<file path="src/hdl/itaf_pkg.sv">
// Shared types, constants and helpers for the integer to ASCII formatter.
// No dependencies; every other file of the block refers to this package by scoped names.
package itaf_pkg;

    // Character buffer: one slot stays unused, so the text holds at most CAPACITY chars.
    localparam int BUFFER_SIZE = 16;
    localparam int CAPACITY    = BUFFER_SIZE - 1;
    localparam int CNT_W       = $clog2(BUFFER_SIZE);

    localparam int VALUE_W = 32;
    localparam int WIDTH_W = 4;
    localparam int CHAR_W  = 8;
    localparam int OUT_W   = 7;

    // Job queue between the front and the back.
    localparam int QUEUE_DEPTH = 2;
    localparam int QPTR_W      = $clog2(QUEUE_DEPTH);

    localparam logic [VALUE_W-1:0] SIGN_MASK = 32'h8000_0000;

    // Divide by ten: q = (v * RECIP) >> SHIFT is exact over all 32-bit v.
    localparam logic [VALUE_W-1:0] DEC_RECIP = 32'hCCCC_CCCD;
    localparam int                 DEC_SHIFT = 35;
    localparam int                 HEX_SHIFT = 4;

    localparam logic [CHAR_W-1:0] ASCII_ZERO  = 8'h30;
    localparam logic [CHAR_W-1:0] ASCII_NINE  = 8'h39;
    localparam logic [CHAR_W-1:0] ASCII_MINUS = 8'h2D;
    localparam logic [CHAR_W-1:0] ASCII_SPACE = 8'h20;
    localparam logic [CHAR_W-1:0] HEX_GAP     = 8'h07;

    // One classified directive: magnitude already taken, sign split off.
    typedef struct packed {
        logic [VALUE_W-1:0] mag;
        logic               hex;
        logic               neg;
        logic [WIDTH_W-1:0] width;
        logic               zp;
    } t_job;

    // Digit value 0..15 to its ASCII code, upper-case letters above nine.
    function automatic logic [CHAR_W-1:0] digit_char(input logic [3:0] d);
        logic [CHAR_W-1:0] c;
        c = ASCII_ZERO + {4'b0000, d};
        if (c > ASCII_NINE) begin
            c = c + HEX_GAP;
        end
        return c;
    endfunction

endpackage

</file>
<file path="src/hdl/itaf_front.sv">
// Front end: takes a directive, resolves sign and magnitude, holds it in one register stage.
// Depends on itaf_pkg.
module itaf_front (
    input  logic                      i_clk,
    input  logic                      i_rst_n,
    input  logic                      i_valid,
    output logic                      o_ready,
    input  logic [itaf_pkg::VALUE_W-1:0] i_value,
    input  logic                      i_radix_hex,
    input  logic                      i_is_signed,
    input  logic [itaf_pkg::WIDTH_W-1:0] i_field_width,
    input  logic                      i_zero_pad,
    output logic                      o_valid,
    input  logic                      i_ready,
    output itaf_pkg::t_job            o_job
);

    logic           r_valid;
    itaf_pkg::t_job r_job;
    itaf_pkg::t_job n_job;
    logic           neg;

    // Only signed decimal with the top bit set is printed with a minus sign.
    assign neg = !i_radix_hex && i_is_signed && ((i_value & itaf_pkg::SIGN_MASK) != '0);

    always_comb begin
        n_job.mag   = neg ? (~i_value + 1'b1) : i_value;
        n_job.hex   = i_radix_hex;
        n_job.neg   = neg;
        n_job.width = i_field_width;
        n_job.zp    = i_zero_pad;
    end

    assign o_ready = !r_valid || i_ready;
    assign o_valid = r_valid;
    assign o_job   = r_job;

    always_ff @(posedge i_clk) begin
        if (!i_rst_n) begin
            r_valid <= 1'b0;
        end else if (o_ready) begin
            r_valid <= i_valid;
        end
    end

    always_ff @(posedge i_clk) begin
        if (i_valid && o_ready) begin
            r_job <= n_job;
        end
    end

endmodule

</file>
<file path="src/hdl/itaf_queue.sv">
// Short job queue that decouples the front end from the formatting engine.
// Depends on itaf_pkg.
module itaf_queue (
    input  logic           i_clk,
    input  logic           i_rst_n,
    input  logic           i_valid,
    output logic           o_ready,
    input  itaf_pkg::t_job i_job,
    output logic           o_valid,
    input  logic           i_ready,
    output itaf_pkg::t_job o_job
);

    itaf_pkg::t_job              r_mem [itaf_pkg::QUEUE_DEPTH];
    logic [itaf_pkg::QPTR_W-1:0] r_wr_ptr;
    logic [itaf_pkg::QPTR_W-1:0] r_rd_ptr;
    logic [itaf_pkg::QPTR_W:0]   r_count;
    logic                        push;
    logic                        pop;

    assign o_ready = (r_count != (itaf_pkg::QPTR_W+1)'(itaf_pkg::QUEUE_DEPTH));
    assign o_valid = (r_count != '0);
    assign o_job   = r_mem[r_rd_ptr];
    assign push    = i_valid && o_ready;
    assign pop     = o_valid && i_ready;

    function automatic logic [itaf_pkg::QPTR_W-1:0] ptr_inc(
        input logic [itaf_pkg::QPTR_W-1:0] p
    );
        return (p == itaf_pkg::QPTR_W'(itaf_pkg::QUEUE_DEPTH - 1)) ? '0 : p + 1'b1;
    endfunction

    always_ff @(posedge i_clk) begin
        if (!i_rst_n) begin
            r_wr_ptr <= '0;
            r_rd_ptr <= '0;
            r_count  <= '0;
        end else begin
            if (push) begin
                r_wr_ptr <= ptr_inc(r_wr_ptr);
            end
            if (pop) begin
                r_rd_ptr <= ptr_inc(r_rd_ptr);
            end
            if (push && !pop) begin
                r_count <= r_count + 1'b1;
            end else if (pop && !push) begin
                r_count <= r_count - 1'b1;
            end
        end
    end

    always_ff @(posedge i_clk) begin
        if (push) begin
            r_mem[r_wr_ptr] <= i_job;
        end
    end

`ifndef SYNTHESIS
    a_count_range: assert property (@(posedge i_clk) disable iff (!i_rst_n)
        r_count <= (itaf_pkg::QPTR_W+1)'(itaf_pkg::QUEUE_DEPTH))
        else $error("job queue count out of range");
    a_pop_moves_ptr: assert property (@(posedge i_clk) disable iff (!i_rst_n)
        pop |=> r_rd_ptr != $past(r_rd_ptr) || itaf_pkg::QUEUE_DEPTH == 1)
        else $error("read pointer did not advance on pop");
`endif

endmodule

</file>
<file path="src/hdl/itaf_back.sv">
// Formatting engine: digit extraction, padding, and reversed character output.
// Depends on itaf_pkg.
module itaf_back (
    input  logic                      i_clk,
    input  logic                      i_rst_n,
    input  logic                      i_valid,
    output logic                      o_ready,
    input  itaf_pkg::t_job            i_job,
    output logic                      o_valid,
    input  logic                      i_ready,
    output logic [itaf_pkg::OUT_W-1:0] o_char,
    output logic                      o_last
);

    typedef enum logic [2:0] {
        S_IDLE,
        S_MUL,
        S_DIG,
        S_PAD,
        S_EMIT
    } t_state;

    localparam int CNT_W  = itaf_pkg::CNT_W;
    localparam int VAL_W  = itaf_pkg::VALUE_W;
    localparam int CHAR_W = itaf_pkg::CHAR_W;

    t_state                        r_state, n_state;
    logic [VAL_W-1:0]              r_val, n_val;
    logic [2*VAL_W-1:0]            r_prod, n_prod;
    logic                          r_hex, n_hex;
    logic                          r_neg, n_neg;
    logic [itaf_pkg::WIDTH_W-1:0]  r_width, n_width;
    logic                          r_zp, n_zp;
    logic [CNT_W-1:0]              r_n, n_n;
    logic                          r_out_valid, n_out_valid;
    logic [itaf_pkg::OUT_W-1:0]    r_out_char, n_out_char;
    logic                          r_out_last, n_out_last;

    logic [CHAR_W-1:0]             r_buf [itaf_pkg::BUFFER_SIZE];
    logic                          wr_en;
    logic [CHAR_W-1:0]             wr_char;

    logic [VAL_W-1:0]              q_dec;
    logic [VAL_W-1:0]              rem_dec;
    logic [VAL_W-1:0]              quot;
    logic [3:0]                    digit;
    logic [CNT_W-1:0]              width_ext;
    logic [CNT_W-1:0]              target;
    logic                          has_room;
    logic                          out_free;
    logic [CHAR_W-1:0]             rd_char;

    // Quotient by ten from the registered reciprocal product, remainder by shift-add.
    assign q_dec   = VAL_W'(r_prod[2*VAL_W-1:itaf_pkg::DEC_SHIFT]);
    assign rem_dec = r_val - ((q_dec << 3) + (q_dec << 1));
    assign quot    = r_hex ? (r_val >> itaf_pkg::HEX_SHIFT) : q_dec;
    assign digit   = r_hex ? r_val[3:0] : rem_dec[3:0];

    assign width_ext = CNT_W'(r_width);
    assign target    = (r_neg && r_width != '0) ? width_ext - 1'b1 : width_ext;
    assign has_room  = (r_n < CNT_W'(itaf_pkg::CAPACITY));
    assign out_free  = !r_out_valid || i_ready;
    assign rd_char   = r_buf[r_n - 1'b1];

    assign o_ready = (r_state == S_IDLE);
    assign o_valid = r_out_valid;
    assign o_char  = r_out_char;
    assign o_last  = r_out_last;

    always_comb begin
        n_state     = r_state;
        n_val       = r_val;
        n_prod      = r_prod;
        n_hex       = r_hex;
        n_neg       = r_neg;
        n_width     = r_width;
        n_zp        = r_zp;
        n_n         = r_n;
        n_out_valid = r_out_valid;
        n_out_char  = r_out_char;
        n_out_last  = r_out_last;
        wr_en       = 1'b0;
        wr_char     = itaf_pkg::ASCII_ZERO;

        if (r_out_valid && i_ready) begin
            n_out_valid = 1'b0;
        end

        case (r_state)
            S_IDLE: begin
                if (i_valid) begin
                    n_val   = i_job.mag;
                    n_hex   = i_job.hex;
                    n_neg   = i_job.neg;
                    n_width = i_job.width;
                    n_zp    = i_job.zp;
                    n_n     = '0;
                    n_state = i_job.hex ? S_DIG : S_MUL;
                end
            end
            S_MUL: begin
                n_prod  = (2*VAL_W)'(r_val) * (2*VAL_W)'(itaf_pkg::DEC_RECIP);
                n_state = S_DIG;
            end
            S_DIG: begin
                wr_en   = 1'b1;
                wr_char = itaf_pkg::digit_char(digit);
                n_n     = r_n + 1'b1;
                n_val   = quot;
                // at least one digit; stop on zero quotient or full buffer
                if (quot != '0 && r_n < CNT_W'(itaf_pkg::CAPACITY - 1)) begin
                    n_state = r_hex ? S_DIG : S_MUL;
                end else begin
                    n_state = S_PAD;
                end
            end
            S_PAD: begin
                if (r_zp) begin
                    // zeros first, then the sign ahead of them
                    if (has_room && r_n < target) begin
                        wr_en   = 1'b1;
                        wr_char = itaf_pkg::ASCII_ZERO;
                        n_n     = r_n + 1'b1;
                    end else begin
                        if (r_neg && has_room) begin
                            wr_en   = 1'b1;
                            wr_char = itaf_pkg::ASCII_MINUS;
                            n_n     = r_n + 1'b1;
                        end
                        n_state = S_EMIT;
                    end
                end else begin
                    if (r_neg && has_room) begin
                        wr_en   = 1'b1;
                        wr_char = itaf_pkg::ASCII_MINUS;
                        n_n     = r_n + 1'b1;
                        n_neg   = 1'b0;
                    end else if (has_room && r_n < width_ext) begin
                        wr_en   = 1'b1;
                        wr_char = itaf_pkg::ASCII_SPACE;
                        n_n     = r_n + 1'b1;
                    end else begin
                        n_state = S_EMIT;
                    end
                end
            end
            S_EMIT: begin
                // buffer holds least significant first; drain from the top
                if (out_free) begin
                    n_out_valid = 1'b1;
                    n_out_char  = rd_char[itaf_pkg::OUT_W-1:0];
                    n_out_last  = (r_n == CNT_W'(1));
                    n_n         = r_n - 1'b1;
                    if (r_n == CNT_W'(1)) begin
                        n_state = S_IDLE;
                    end
                end
            end
            default: begin
                n_state = S_IDLE;
            end
        endcase
    end

    always_ff @(posedge i_clk) begin
        if (!i_rst_n) begin
            r_state     <= S_IDLE;
            r_val       <= '0;
            r_n         <= '0;
            r_neg       <= 1'b0;
            r_out_valid <= 1'b0;
        end else begin
            r_state     <= n_state;
            r_val       <= n_val;
            r_n         <= n_n;
            r_neg       <= n_neg;
            r_out_valid <= n_out_valid;
        end
        r_prod     <= n_prod;
        r_hex      <= n_hex;
        r_width    <= n_width;
        r_zp       <= n_zp;
        r_out_char <= n_out_char;
        r_out_last <= n_out_last;
    end

    always_ff @(posedge i_clk) begin
        if (wr_en) begin
            r_buf[r_n] <= wr_char;
        end
    end

`ifndef SYNTHESIS
    a_fill_cap: assert property (@(posedge i_clk) disable iff (!i_rst_n)
        r_n <= CNT_W'(itaf_pkg::CAPACITY))
        else $error("fill index beyond capacity");
    a_emit_nonempty: assert property (@(posedge i_clk) disable iff (!i_rst_n)
        r_state == S_EMIT |-> r_n != '0)
        else $error("emit with empty buffer");
    a_last_ends_job: assert property (@(posedge i_clk) disable iff (!i_rst_n)
        r_state == S_EMIT && out_free && r_n == CNT_W'(1) |=> r_state == S_IDLE && r_out_last)
        else $error("final character not marked");
    a_no_write_in_emit: assert property (@(posedge i_clk) disable iff (!i_rst_n)
        r_state == S_EMIT || r_state == S_IDLE |-> !wr_en)
        else $error("buffer written outside fill phase");
`endif

endmodule

</file>
<file path="src/hdl/integer_to_ascii_formatter.sv">
// Top level of the integer to ASCII formatter: stream ports, front end, job queue, engine.
// Depends on itaf_pkg, itaf_front, itaf_queue and itaf_back.
//
// Formats one numeric directive (32-bit value, decimal or upper-case hex, signed flag,
// field width 0..15, zero/space pad) into ASCII characters, most significant first, with
// tlast on the final character. Signed decimal values with bit 31 set print as a minus
// sign and the magnitude (0x80000000 prints as -2147483648); the signed flag is ignored
// for hex. Padding goes on the left; zero padding sits after the minus sign. Output is
// at most 15 characters. Per transaction the engine takes the job, extracts each decimal
// digit by a reciprocal multiply and then quotient/remainder, or each hex digit by a shift,
// writes each pad character and then closes padding, and emits the characters while the
// sink is ready. Directives pass the front register and the queue ahead of the engine.
// A register stage and a two-entry job queue in front of the engine keep accepting
// directives while one is being formatted.
module integer_to_ascii_formatter (
    input  logic        i_clk,
    input  logic        i_rst_n,
    input  logic        s_axis_tvalid,
    output logic        s_axis_tready,
    input  logic [39:0] s_axis_tdata,   // [31:0] value, [35:32] field_width, [39:36] zero
    input  logic [2:0]  s_axis_tuser,   // [0] radix_hex, [1] is_signed, [2] zero_pad
    output logic        m_axis_tvalid,
    input  logic        m_axis_tready,
    output logic [7:0]  m_axis_tdata,   // [6:0] character, [7] zero
    output logic        m_axis_tlast    // last character of this number
);

    logic                        front_valid;
    logic                        front_ready;
    itaf_pkg::t_job              front_job;
    logic                        queue_valid;
    logic                        queue_ready;
    itaf_pkg::t_job              queue_job;
    logic [itaf_pkg::OUT_W-1:0]  out_char;

    // Sign resolution and magnitude, one register stage.
    itaf_front u_front (
        .i_clk         (i_clk),
        .i_rst_n       (i_rst_n),
        .i_valid       (s_axis_tvalid),
        .o_ready       (s_axis_tready),
        .i_value       (s_axis_tdata[31:0]),
        .i_radix_hex   (s_axis_tuser[0]),
        .i_is_signed   (s_axis_tuser[1]),
        .i_field_width (s_axis_tdata[35:32]),
        .i_zero_pad    (s_axis_tuser[2]),
        .o_valid       (front_valid),
        .i_ready       (front_ready),
        .o_job         (front_job)
    );

    // Decouples intake from the engine.
    itaf_queue u_queue (
        .i_clk   (i_clk),
        .i_rst_n (i_rst_n),
        .i_valid (front_valid),
        .o_ready (front_ready),
        .i_job   (front_job),
        .o_valid (queue_valid),
        .i_ready (queue_ready),
        .o_job   (queue_job)
    );

    // Digit extraction, padding and character output with its own output register.
    itaf_back u_back (
        .i_clk   (i_clk),
        .i_rst_n (i_rst_n),
        .i_valid (queue_valid),
        .o_ready (queue_ready),
        .i_job   (queue_job),
        .o_valid (m_axis_tvalid),
        .i_ready (m_axis_tready),
        .o_char  (out_char),
        .o_last  (m_axis_tlast)
    );

    assign m_axis_tdata = {1'b0, out_char};

endmodule

</file>
<file path="config.mk">
export PLATFORM = sky130hd
export DESIGN_NAME = integer_to_ascii_formatter
export DESIGN_NICKNAME = d
export VERILOG_FILES = /design/src/hdl/itaf_pkg.sv /design/src/hdl/itaf_front.sv /design/src/hdl/itaf_queue.sv /design/src/hdl/itaf_back.sv /design/src/hdl/integer_to_ascii_formatter.sv
export SDC_FILE = /design/constraint.sdc
export NUM_CORES = 2
export LEC_CHECK = 0
export BUFFER_PORTS_ARGS = -buffer_cell sky130_fd_sc_hd__buf_2
export CORE_MARGIN = 5
export CORE_UTILIZATION = 55
export DETAILED_ROUTE_END_ITERATION = 7
export PLACE_DENSITY_LB_ADDON = 0.05
export SETUP_SLACK_MARGIN = 0.1
export SYNTH_ARGS = -nofsm -noshare
export SYNTH_HDL_FRONTEND = slang
export SYNTH_HIERARCHICAL = 1
export SYNTH_SLANG_ARGS = --single-unit
</file>
<file path="constraint.sdc">
create_clock -name i_clk -period 7 [get_ports i_clk]
set_clock_uncertainty 0.2 [all_clocks]
set_input_delay 0 -clock i_clk [delete_from_list [all_inputs] [get_ports i_clk]]
set_output_delay 0 -clock i_clk [all_outputs]
set_load 0.01 [all_outputs]
</file>
==> run metrics <==
status=finished, violations left; violated checks=setup timing; DIE WIDTH=around 250 um; final worst path period share=1.02; gr usage total=0.301; Remaining DRCs=0; share of the synthesized area in the top cell type=0.269; final setup vio count=8; number of synthesized flops with an enable pin=about 270; Crit Path Max Fanout=5; Post-synth top flop=edfxtp_1; Hold Vio Cnt, Final=0; DIE AREA=between 60000 and 70000 um2; worst setup path startpoint=u_back/r_val[19]; Critical Path Start Type=register; Total Wirelength=just under 90000 um; first-pass iteration count of the detailed router=5; setup ws final=-112 ps; Syn Std Cell Area=between 30000 and 40000 um2; Worst EP required=approximately 7100 ps; synth cell count leaders=inv_1, fa_1, ha_1, edfxtp_1, nor2_1; worst r2r src=u_back/r_val[19]; H-tree depth=2; worst slew pin tran=approximately 1200 ps; Slew headroom=0.219; crit path time final=between 7000 and 8000 ps; Initial DRC Count=approximately 1.3k; clock sink count=roughly 320; post-synth top area cell=edfxtp_1; Min-Delay Path Class=in2reg; initial antenna violation count=0; Syn Area/Cell=approximately 12 um2; routed via count=approximately 21k; Syn Nets=~3.4k; share of cells above drive strength 1=0.270; Vias per Instance=about 5.5; CTS tree=yes; max_cap viols=0; Critical Path Sink Type=register; most common cell in the netlist=inv_1; sequential element share of the synthesized area=0.300; Routed Antenna Nets=0; CTS Root Cell=clkbuf_16; CTS Buffer Depth=3; first-pass GRT wire length=between 100000 and 150000 um; die height=~250 um; gr ovfl total=0; hold path startpoint=s_axis_tdata[0]; RePlAce Congestion=roughly 1; total CTS buffers=35; Rows=between 80 and 90; Synth Instances=roughly 2.6k; ANT cells=0; Core Region=about 55000 um2; I/O Buffers=52; vias in the first global route=between 20k and 25k; max-slew violation count=0; Area growth syn-to-layout=23.0%; utilization after layout=0.681; FMAX=approximately 140 MHz; Initial Util=0.554; synth top area cells=edfxtp_1, fa_1, ha_1, inv_1, dfxtp_1; post-DP HPWL=between 70000 and 80000 um; Worst Setup Path Type=reg2reg; CTS clk-pin slew, worst paths=about 70 ps; worst reg-to-reg setup slack=-110 ps; # IOs=58; CP arrival=about 7000 ps; clk_lat worst skew=between 500 and 600 ps; wire per inst=~23 um; unrepaired setup endpoints after global routing=yes; Netlist cell types=about 90; FFs w/ async S/R, synth=0; Synth Register Bits=319; largest net degree at the start of global routing=48; Synth Warn #=6; Layout Nets=~3.9k
==> worst paths after layout <==
path / endpoint / depth (start not counted)
setup / recovery: u_back/r_prod[57] / 26
hold / removal: u_front/o_job[7] / 2
setup reg to reg: u_back/r_prod[57] / 26
hold reg to reg: u_queue/r_mem[0][8] / 0
==> metrics by stage <==
stage / TNS, ps / cell area (um2) / hold slack (ps) / setup slack, ps / std cells
floorplan: 0 / 30400 / -101 / 112 / 2561
detailed placement: -8220 / 34000 / -21.4 / -809 / 3620
CTS: -65.6 / 36900 / 55.6 / -36.7 / 3775
finish: -474 / 37400 / 128 / -112 / 3789
global placement: -6000 / 34000 / -22.8 / -688 / 3620
global route: -2510 / 37400 / 128 / -273 / 3789
==> registers in the layout (all words and copies together), names as in the netlist, 2 cells and up, named ones only <==
signal,cells
u_front/o_job,39
u_back/o_char,7
u_queue/r_mem,78
u_back/r_val,32
u_back/r_prod,29
u_back/r_n,4
u_back/r_width,4
u_back/r_buf,112
u_back/r_state,3
u_queue/r_count,2
==> repair_timing <==
item / 4_1_cts / 5_1_grt
hold buffers: 76 / 0
endpoints found under the hold margin: 75 / 0
setup buffers: 17 / 14
pin swaps: 66 / 77
gates resized for setup: 178 / 95
setup endpoints to repair: 28 / 27
==> worst max-delay path: stages (launching register included) <==
cell and delay, ps:
dfxtp_2 340, buf_6 120, ha_4 270, inv_4 30, fa_1 490, inv_2 40
fa_1 520, inv_2 40, fa_1 510, inv_2 40, fa_2 560, fa_1 420
fa_1 510, fa_1 460, ha_4 300, and4_4 260, o2111ai_2 110, nand4b_1 260
buf_4 200, o21ai_4 130, o21ai_2 100, buf_12 160, a21boi_4 220, a311o_4 280
buf_6 110, a21oi_2 40, xnor2_1 120
==> cells by family (layout without fill, tap and decap cells) <==
family	Yosys count	after routing	synth area share
multiplexers	101	101	0.0504
other	1	1	0.000123
flip-flops	319	319	0.300
adder cells (fa/ha/maj)	755	755	0.406
buffers and inverters	617	1141	0.0771
XOR/XNOR	112	112	0.0323
AND/OR/NAND/NOR	331	331	0.0571
AO/OA/AOI/OAI	325	325	0.0769
==> final cells by class <==
class                      count  area (um2)
timing repair buffer         516        4030
tap                          704         881
sequential                   319        9190
fill                        4140       17500
multi-input combinational   1625       20100
clock inverter                21         166
clock buffer                  42         923
inverter                     562        2120
==> per-layer routing <==
metal,up-vias,wire (um),global-route usage
met1,10631,36700,0.394
met4,0,4920,0.132
li1,9595,-,-
met2,553,43500,0.512
met5,-,0,0
met3,150,3910,0.0336
==> cells in the final DEF, fill, tap and decap left out, types with 23 or more instances in the layout <==
cell type and count:
o221ai_1 31, clkbuf_16 36, o21ai_0 34, nor2_1 88
dlygate4sd3_1 76, a21oi_1 62, ha_4 46, buf_2 52
inv_2 23, a21o_1 49, nand2_1 83, buf_4 368
fa_1 364, mux2_2 65, mux4_2 35, fa_2 23
ha_1 311, edfxtp_1 272, xnor2_1 57, inv_1 534
xor2_1 42
Power is not shown: default switching activity piles up to over one toggle a cycle in this logic, so the estimate is an artifact.
